--- config.mk ---
export PLATFORM = sky130hd
export DESIGN_NAME = rlbe_ctrl
export DESIGN_NICKNAME = d
export VERILOG_FILES = /design/src/design/rlbe_pkg.sv /design/src/design/rlbe_ctrl.sv
export SDC_FILE = /design/constraint.sdc
export NUM_CORES = 1
export LEC_CHECK = 0
export BUFFER_PORTS_ARGS = -buffer_cell sky130_fd_sc_hd__buf_2
export CORE_MARGIN = 10
export CORE_UTILIZATION = 45
export CTS_BUF_LIST = sky130_fd_sc_hd__clkbuf_16
export DETAILED_ROUTE_END_ITERATION = 10
export PLACE_DENSITY = 0.83
export SLEW_MARGIN = 0
export SYNTH_ARGS = -nofsm -noshare
export SYNTH_HDL_FRONTEND = slang
export SYNTH_SLANG_ARGS = --single-unit
--- constraint.sdc ---
create_clock -name i_clk -period 2.75 [get_ports i_clk]
set_input_delay 0.275 -clock i_clk [delete_from_list [all_inputs] [get_ports i_clk]]
set_output_delay 0.275 -clock i_clk [all_outputs]
set_load 0.01 [all_outputs]
--- src/design/rlbe_pkg.sv ---
`timescale 1ns / 1ps
// ----------------------------------------------------------------------------
// Run-list bit set engine package
// Shared constants, operation codes, state type and control structs.
// ----------------------------------------------------------------------------
package rlbe_pkg;

    localparam int MAX_RUNS = 256;
    localparam int IDX_W    = $clog2(MAX_RUNS);
    localparam int CNT_W    = $clog2(MAX_RUNS + 1);

    typedef enum logic [2:0] {
        FUNC_TEST   = 3'd0,
        FUNC_SET    = 3'd1,
        FUNC_CLEAR  = 3'd2,
        FUNC_FLIP   = 3'd3,
        FUNC_ONES   = 3'd4,
        FUNC_ZEROS  = 3'd5,
        FUNC_BAD6   = 3'd6,
        FUNC_BAD7   = 3'd7
    } t_func;

    typedef enum logic [3:0] {
        ST_IDLE,
        ST_TREQ,
        ST_TCHK,
        ST_DECIDE,
        ST_CREQ,
        ST_CCHK,
        ST_CSHL_REQ,
        ST_CSHL_WR,
        ST_SSHR_REQ,
        ST_SSHR_WR,
        ST_SUMREQ,
        ST_SUMACC,
        ST_DONE
    } t_state;

    // Controller to datapath commands.
    typedef struct packed {
        logic       load;       // capture the input item
        logic       clr_ptr;    // pointer to zero
        logic       ptr_top;    // pointer to last entry (run_total - 1)
        logic       inc_ptr;
        logic       dec_ptr;
        logic       rd_ptr;     // read entry at pointer
        logic       rd_next;    // read entry at pointer + 1
        logic       rd_prev;    // read entry at pointer - 1
        logic       hit_set;    // test hit found
        logic       mark_k;     // remember pointer as covering run
        logic       append;     // append run of length one
        logic       trim_lo;
        logic       trim_hi;
        logic       shl_wr;     // write read data to pointer
        logic       shr_wr;     // write read data to pointer + 1
        logic       del_done;   // run_total - 1
        logic       split_wr;   // write upper half at k + 1
        logic       split_lo;   // write lower half at k
        logic       clr_sum;
        logic       acc_sum;
        logic       fail;
        logic       finish;
    } t_cmd;

    // Datapath to controller status.
    typedef struct packed {
        t_func      func;
        logic       ptr_end;    // pointer >= run_total
        logic       below_mark; // bit < size mark
        logic       covers;     // read entry covers the bit
        logic       hit;        // test result
        logic       full;
        logic       len_one;
        logic       at_start;
        logic       at_end;
        logic       ptr_at_k;   // pointer equals covering index
        logic       ptr_at_k1;  // pointer equals covering index + 1
        logic       shl_end;    // pointer + 1 >= run_total
        logic       out_busy;
    } t_stat;

endpackage

--- src/design/rlbe_ctrl.sv ---
`timescale 1ns / 1ps
// ----------------------------------------------------------------------------
// Run-list bit set controller
// Sequences test scans, appends, clear shifts and count sums.
// ----------------------------------------------------------------------------
module rlbe_ctrl (
    input  logic            i_clk,
    input  logic            i_rst_n,
    input  logic            i_in_valid,
    output logic            o_in_ready,
    input  rlbe_pkg::t_stat i_stat,
    output rlbe_pkg::t_cmd  o_cmd
);
    import rlbe_pkg::*;

    t_state r_state, n_state;
    logic   r_pend, n_pend;          // lower half length still to commit

    always_ff @(posedge i_clk) begin
        if (!i_rst_n) begin
            r_state    <= ST_IDLE;
            r_pend     <= 1'b0;
        end else begin
            r_state    <= n_state;
            r_pend     <= n_pend;
        end
    end

    always_comb begin
        n_state    = r_state;
        n_pend     = 1'b0;
        o_cmd      = '0;
        o_in_ready = 1'b0;
        unique case (r_state)
            ST_IDLE: begin
                o_in_ready = !i_stat.out_busy;
                if (i_in_valid && !i_stat.out_busy) begin
                    o_cmd.load    = 1'b1;
                    o_cmd.clr_ptr = 1'b1;
                    n_state       = ST_DECIDE;
                end
            end
            ST_DECIDE: begin
                unique case (i_stat.func)
                    FUNC_TEST, FUNC_SET, FUNC_FLIP: begin
                        n_state = i_stat.below_mark ? ST_TREQ : ST_DONE;
                        // Tests beyond the mark finish with a miss; set and
                        // flip still need the append path.
                        if (!i_stat.below_mark && i_stat.func != FUNC_TEST)
                            n_state = ST_TCHK;
                    end
                    FUNC_CLEAR: begin
                        n_state    = ST_CREQ;
                    end
                    FUNC_ONES, FUNC_ZEROS: begin
                        o_cmd.clr_sum = 1'b1;
                        n_state       = ST_SUMREQ;
                    end
                    default: begin
                        o_cmd.fail   = 1'b1;
                        o_cmd.finish = 1'b1;
                        n_state      = ST_IDLE;
                    end
                endcase
            end
            ST_TREQ: begin
                if (i_stat.ptr_end || i_stat.hit) begin
                    n_state = ST_TCHK;
                end else begin
                    o_cmd.rd_ptr = 1'b1;
                    n_state      = ST_TCHK;
                end
            end
            ST_TCHK: begin
                // Scan step: check the entry just read, or act on the outcome.
                if (!i_stat.ptr_end && !i_stat.hit && i_stat.below_mark) begin
                    if (i_stat.covers) o_cmd.hit_set = 1'b1;
                    o_cmd.inc_ptr = 1'b1;
                    n_state       = ST_TREQ;
                end else if (i_stat.func == FUNC_TEST) begin
                    n_state = ST_DONE;
                end else if (i_stat.hit && i_stat.func == FUNC_FLIP) begin
                    o_cmd.clr_ptr = 1'b1;
                    n_state       = ST_CREQ;
                end else if (i_stat.hit) begin
                    n_state = ST_DONE;
                end else if (i_stat.full) begin
                    o_cmd.fail   = 1'b1;
                    o_cmd.finish = 1'b1;
                    n_state      = ST_IDLE;
                end else begin
                    o_cmd.append = 1'b1;
                    n_state      = ST_DONE;
                end
            end
            ST_CREQ: begin
                if (i_stat.ptr_end) begin
                    n_state = ST_DONE;
                end else begin
                    o_cmd.rd_ptr = 1'b1;
                    n_state      = ST_CCHK;
                end
            end
            ST_CCHK: begin
                if (!i_stat.covers) begin
                    o_cmd.inc_ptr = 1'b1;
                    n_state       = ST_CREQ;
                end else begin
                    o_cmd.mark_k = 1'b1;
                    if (i_stat.len_one) begin
                        n_state = ST_CSHL_REQ;
                    end else if (i_stat.at_start) begin
                        o_cmd.trim_lo = 1'b1;
                        n_state       = ST_DONE;
                    end else if (i_stat.at_end) begin
                        o_cmd.trim_hi = 1'b1;
                        n_state       = ST_DONE;
                    end else if (i_stat.full) begin
                        o_cmd.fail   = 1'b1;
                        o_cmd.finish = 1'b1;
                        n_state      = ST_IDLE;
                    end else begin
                        o_cmd.ptr_top = 1'b1;
                        n_state       = ST_SSHR_REQ;
                    end
                end
            end
            ST_CSHL_REQ: begin
                if (i_stat.shl_end) begin
                    o_cmd.del_done = 1'b1;
                    n_state        = ST_DONE;
                end else begin
                    o_cmd.rd_next = 1'b1;
                    n_state       = ST_CSHL_WR;
                end
            end
            ST_CSHL_WR: begin
                o_cmd.shl_wr  = 1'b1;
                o_cmd.inc_ptr = 1'b1;
                n_state       = ST_CSHL_REQ;
            end
            ST_SSHR_REQ: begin
                // Pointer walks down from the last entry to k, shifting entries k+1 and above up by one.
                if (i_stat.ptr_at_k) begin
                    o_cmd.split_wr = 1'b1;
                    n_pend         = 1'b1;
                    n_state        = ST_DONE;
                end else begin
                    o_cmd.rd_ptr = 1'b1;
                    n_state      = ST_SSHR_WR;
                end
            end
            ST_SSHR_WR: begin
                o_cmd.shr_wr  = 1'b1;
                o_cmd.dec_ptr = 1'b1;
                n_state       = ST_SSHR_REQ;
            end
            ST_SUMREQ: begin
                if (i_stat.ptr_end) begin
                    n_state = ST_DONE;
                end else begin
                    o_cmd.rd_ptr = 1'b1;
                    n_state      = ST_SUMACC;
                end
            end
            ST_SUMACC: begin
                o_cmd.acc_sum = 1'b1;
                o_cmd.inc_ptr = 1'b1;
                n_state       = ST_SUMREQ;
            end
            ST_DONE: begin
                // After a split, the lower half goes into the table in the cycle
                // after the upper half.
                if (r_pend) begin
                    o_cmd.split_lo = 1'b1;
                end else begin
                    o_cmd.finish = 1'b1;
                    n_state      = ST_IDLE;
                end
            end
            default: n_state = ST_IDLE;
        endcase
    end

    a_one_load: assert property (@(posedge i_clk) disable iff (!i_rst_n)
        o_cmd.load |=> r_state == ST_DECIDE)
        else $error("load did not start an operation");
    a_finish_idle: assert property (@(posedge i_clk) disable iff (!i_rst_n)
        o_cmd.finish |=> r_state == ST_IDLE)
        else $error("finish did not return to idle");
    a_no_ready_busy: assert property (@(posedge i_clk) disable iff (!i_rst_n)
        r_state != ST_IDLE |-> !o_in_ready)
        else $error("ready raised mid operation");
endmodule

==> results of run 1 <==
## registers in the layout (all words and copies together), names as in the netlist
register and count:
r_state 4, r_pend 1
## metal layers
metal	share of wire [%]	routed length [µm]	up-vias	global-route usage, %
met5	0	0	-	0
met4	0.39	10	0	4.459
met3	8.1	207	2	3.086
met2	52	1325	39	22.99
met1	40	1014	448	15.96
li1	-	-	480	-
## logic make-up after synthesis
group | count (synthesis) | share of synthesized area (%)
simple gates | 59 | 49.11
mux | 1 | 1.284
compound gates | 30 | 26.65
flops | 5 | 12.84
other cells | 1 | 0.4811
buf+inv | 15 | 9.632
## worst min path at each step
stage,start,end,slack (ns)
CTS,i_rst_n,r_state[2],0.29
finish,i_rst_n,r_state[2],0.30
detailed placement,i_rst_n,r_state[2],0.53
floorplan,i_rst_n,r_state[2],0.38
global route,i_rst_n,r_state[2],0.31
global placement,i_rst_n,r_state[2],0.52
## layout make-up
cell class	count	area, µm²	share of cell area [%]
multi-input combinational	91	604.3	58.76
sequential	5	100.1	9.732
inverter	7	26.28	2.555
clock inverter	1	5.005	0.4866
clock buffer	3	75.07	7.299
tap	16	20.02	1.946
timing repair buffer	39	197.7	19.22
## placed cells by master, fill, tap and decap left out, types with 2 or more instances in the layout
cell type	Yosys	layout
and2_1	5	5
clkbuf_16	0	3
buf_2	0	38
dfxtp_1	5	5
o22ai_1	2	2
o21ai_1	2	2
nand4bb_1	2	2
nor3_1	5	5
nand2_1	4	4
nor2_1	8	8
nor2b_1	7	7
a31oi_1	3	3
o21ai_0	2	2
a21oi_1	4	4
and3_1	4	4
inv_1	7	7
or3_1	2	2
nand3_1	3	3
nand2b_1	6	6
nand3b_1	2	2
a22oi_1	3	3
a211o_1	2	2
o21bai_1	3	3
## worst max-delay path, cell delays in order (launching register included)
cell	delay, ns
dfxtp_1	0.47
or4b_4	0.64
nor4_2	0.31
o21ai_1	0.11
o221ai_1	0.07
buf_2	0.16
## power by group through the flow
| stage | sequential, mW | combinational (mW) | clock [mW] |
|---|---|---|---|
| final | 0.169 | 0.396 | 0.239 |
| after global routing | 0.176 | 0.440 | 0.251 |
| after CTS | 0.166 | 0.394 | 0.242 |
| after detailed placement | 0.166 | 0.391 | 0 |
| after global placement | 0.164 | 0.386 | 0 |
| after floorplan | 0.121 | 0.335 | 0 |
==> qor.yml, run 1 <==
cts_tree: "yes"
numCtsBuffers: 3
placedCellCount: 158
dp_slack_ns: 0.7316
core-area_um2: 1577
syn_nets: 129
drc: 0
worst_r2r_endpoint: "r_state[3]"
r2r_cells: 4
synthTopCellsByCount: "8 x nor2_1, 7 x inv_1, 7 x nor2b_1"
fillCellCount: 149
cts.path.max_buffers: 2
routed_wl_um: 2557
initial_core_util_pct: 49.44
fin_ws_ns: 0.4774
cp-end-kind: "primary output"
p_switching_uw: 335.5
ys_async_sr_fraction_pct: 0
start_kind: "flip-flop"
critical_path_class: "reg2out"
row_count: 14
syn_inst: 111
fmax_mhz: 440.0
design_area_um2: 1028
finalSetupTns_ns: 0
clkLatencyLatePin_ns: 0.23
gp_congestion: 0.9118
hold_viol_final: 0
internal_power_uw: 468.5
comb_power_share_pct: 49.3
clk_pin_slew_ns: 0.04
areaGrowthSynthToFinish_pct: 31.94
dr.first_iter.drc_count: 32
io_buffers: 38
synth_most_common_cell: "nor2_1"
antenna_found_initial: 0
hpwl_um: 2057
h-tree-depth: 1
cp_max_fo: 17
vias: 969
synth_edf_count: 0
grt_overflow: 0
outcome: "completed"
antenna_cells: 0
finalSetupViolations: 0
synth_cell_types: 45
ys_seq_area_share_pct: 12.84
fin_crit_ns: 2.273
maxCapViolations: 0
grt_pass1_wl_um: 4022
synth_ff_type: "dfxtp_1"
cts_setup_buffers: 0
seq_power_share_pct: 21.0
grt_start_max_net_pins: 19
fp.dieH_um: 61.62
drive_above_1_share_pct: 32.88
io-pin-count: 41
p_leak_nw: 0.5016
rsz0062_at_grt: "false"
dieArea_um2: 3797
synth_top_cell_area_share_pct: 12.84
clkSinkCount: 5
cp.required_ns: 2.48
reg2reg_from: "r_state[2]"
vias_per_cell: 5.981
synth_area_per_cell_um2: 7.023
vdd_drop_max_v: 0.0004502
holdWs_ns: 0.2963
netlist_area_um2: 779.5
die_x_um: 61.62
crit_start: "r_state[3]"
ys_ff_latch: 5
slew_viol_final: 0
nets: 165
min_delay_path_depth: 3
dpl_cell_area_um2: 948.4
postRouteAntennaNets: 0
crit_end: "o_cmd[0]"
worst_pin_slew_ns: 0.5456
synthTopCellsByArea: "dfxtp_1 13%, nor2b_1 5.6%, buf_4 4.8%"
p_sw_share_pct: 41.73
yosys_warnings: 0
slew_headroom_pct: 63.58
holdBufCountCts: 0
cts_root_buf: "clkbuf_16"
hp-class: "in2reg"
dr.pass1.iters: 4
synth_top_cell_by_area: "dfxtp_1"
power_density_nw_per_um2: 781.7
fin_util_pct: 65.24
wl_per_cell_um: 15.78
cp.arrival_ns: 2.00
grt_usage_pct: 13.41
post-route-period-util_pct: 82.64
ctsResizeCount: 0
p_total_uw: 804.0
r2r_setup_slack_ns: 1.00
power_frac_clock_pct: 29.7
finalNonFillerCells: 162
first_global_vias: 921
clock_skew_ns: 0.003537
Power figures use the tool's default switching activity.
==> run 2: changes to the inputs <==
--- a/config.mk
+++ b/config.mk
@@ -7,10 +7,10 @@
 export LEC_CHECK = 0
 export BUFFER_PORTS_ARGS = -buffer_cell sky130_fd_sc_hd__buf_2
 export CORE_MARGIN = 10
-export CORE_UTILIZATION = 45
+export CORE_UTILIZATION = 40
 export CTS_BUF_LIST = sky130_fd_sc_hd__clkbuf_16
 export DETAILED_ROUTE_END_ITERATION = 10
-export PLACE_DENSITY = 0.83
+export PLACE_DENSITY = 0.78
 export SLEW_MARGIN = 0
 export SYNTH_ARGS = -nofsm -noshare
 export SYNTH_HDL_FRONTEND = slang
==> constraint.sdc (replaced) <==
create_clock -name i_clk -period 1.9 [get_ports i_clk]
set_input_delay 0.19 -clock i_clk [delete_from_list [all_inputs] [get_ports i_clk]]
set_output_delay 0.19 -clock i_clk [all_outputs]
set_load 0.01 [all_outputs]
==> run 2 against run 1 <==
Against the previous run: the flow now finishes with violations (negative setup slack); flip-flop and latch count unchanged; power up 61%; sequential share of layout area down 0.77 points; global-route usage down 0.18 points; largest power group unchanged; cell count up 8.6%; die area up 8.4%; final area up 10%; combinational power up 98%.
==> qor.yml, run 2 (synthesized netlist as in run 1, its figures left out) <==
outcome: "finished with violations"
violations: "negative setup slack"
dr.first_iter.drc_count: 59
post-route-period-util_pct: 104.0
fp.dieH_um: 64.15
min_delay_path_depth: 3
cts.path.max_buffers: 2
fmax_mhz: 505.9
grt_usage_pct: 13.23
cp_max_fo: 15
start_kind: "flip-flop"
crit_family: "simple AND/OR/NAND/NOR gates"
cp.arrival_ns: 1.79
fin_crit_ns: 1.977
grt_pass1_wl_um: 4609
initial_core_util_pct: 43.72
p_leak_nw: 0.5488
internal_power_uw: 752.2
cp.required_ns: 1.71
antenna_found_initial: 0
cp_cell_sequence: "buf_4, buf_4, nand2b_1, nor4_1, o21ai_2, o221ai_1, buf_2"
drc: 0
p_switching_uw: 543.1
finalSetupTns_ns: -0.1407
grt_start_max_net_pins: 19
seq_power_share_pct: 12.6
dr.pass1.iters: 4
critPathMaxStageDelay_ns: 0.33
io-pin-count: 41
clock_skew_ns: 0.002171
critical_path_class: "reg2out"
slew_headroom_pct: 63.65
vdd_drop_max_v: 0.0007565
r2r_cells: 5
cts_tree: "yes"
dieArea_um2: 4115
hp-class: "in2reg"
finalSetupViolations: 2
slew_viol_final: 0
largest_reg_flops: 4
critPathMostFrequentCell: "buf_4"
core-area_um2: 1783
postRouteAntennaNets: 0
cp-end-kind: "primary output"
cts_root_buf: "clkbuf_16"
reg2reg_from: "r_state[3]"
hold-path-endpoint: "r_state[2]"
clkLatencyLatePin_ns: 0.23
min_from: "i_rst_n"
most-common-layout-cells: "38 x buf_2, 8 x nor2_1, 7 x inv_1"
final_common_cell: "buf_2"
io_buffers: 38
cpMaxStageDelayCell: "nor4_1"
routed_wl_um: 2940
r2r_setup_slack_ns: 0.33
worst_r2r_endpoint: "r_state[3]"
rsz0062_at_grt: "true"
maxCapViolations: 0
comb_power_share_pct: 60.6
first_global_vias: 995
clkSinkCount: 5
row_count: 15
vias: 1019
regMostFlops: "r_state"
placedCellCount: 170
antenna_cells: 0
reg_top3: "r_state: 4 flops, r_pend: 1 flops"
drive_above_1_share_pct: 39.07
vias_per_cell: 5.790
areaGrowthSynthToFinish_pct: 45.10
finalNonFillerCells: 176
worst_pin_slew_ns: 0.5411
die_x_um: 64.15
gp_congestion: 0.9020
clk_pin_slew_ns: 0.04
h-tree-depth: 1
numCtsBuffers: 3
wl_per_cell_um: 16.70
power_frac_clock_pct: 26.8
hpwl_um: 2247
grt_overflow: 0
cp_num_buf_inv: 3
nets: 170
fin_ws_ns: -0.07666
power_density_nw_per_um2: 1145
p_sw_share_pct: 41.93
hold_viol_final: 0
-- run 2: changes by cell type in the layout (fill, tap and decap cells not counted), sizes merged --
cell  delta
buf      +5
-- run 2: layer usage --
layer  wire, µm  share of wire, %  vias up  GRT usage (%)
met3        256               8.7        4          4.530
met5          0                 0        -              0
met2       1535                52       57          22.51
met1       1116                38      464          15.12
li1           -                 -      494              -
met4         32               1.1        0          4.278
-- run 2: power groups by stage --
stage | registers, mW | logic, mW | clock network [mW]
after global routing | 0.165 | 0.849 | 0.357
after global placement | 0.158 | 0.686 | 0
after detailed placement | 0.163 | 0.697 | 0
after CTS | 0.162 | 0.737 | 0.356
after floorplan | 0.175 | 0.484 | 0
final | 0.163 | 0.785 | 0.347
-- run 2: repair_timing --
item | 4_1_cts | 5_1_grt
setup buffers | 2 | 0
hold buffers | 0 | 0
setup endpoints to repair | 5 | 7
pin swaps | 0 | 2
gates cloned | 0 | 0
gates resized for setup | 3 | 5
-- run 2: through the flow --
step	utilization, %	setup WS (ns)	instance area (µm²)	hold slack, ns	power [mW]
after floorplan	-	0.3310	779.5	0.2993	0.6592
after global placement	55.09	0.1740	982.2	0.4461	0.8443
after detailed placement	55.09	0.1209	982.2	0.4416	0.8598
after CTS	61.33	-0.02691	1094	0.2040	1.255
after global routing	63.44	-0.1258	1131	0.2258	1.371
final	63.44	-0.07666	1131	0.2132	1.295
-- run 2: layout make-up --
class                      instances  area, µm²
multi-input combinational         91      656.9
fill                             156      651.9
timing repair buffer              44      235.2
sequential                         5      101.3
clock buffer                       3      75.07
tap                               25      31.28
inverter                           7      26.28
clock inverter                     1      5.005
-- run 2: worst max-delay path by stage --
stage	startpoint	end	slack (ns)	depth (start not counted)
floorplan	r_state[1]	o_cmd[1]	0.33	5
global placement	r_state[3]	o_cmd[0]	0.17	5
detailed placement	r_state[3]	o_cmd[0]	0.12	5
CTS	r_state[3]	o_cmd[0]	-0.03	5
global route	r_state[3]	o_cmd[0]	-0.13	7
finish	r_state[3]	o_cmd[0]	-0.08	7
-- run 2: worst reg2reg max path, stage by stage, from the launching register on --
cell	delay (ns)
dfxtp_2	0.32
or4b_4	0.57
buf_4	0.17
nor2_1	0.12
o311ai_1	0.12
a31oi_1	0.19
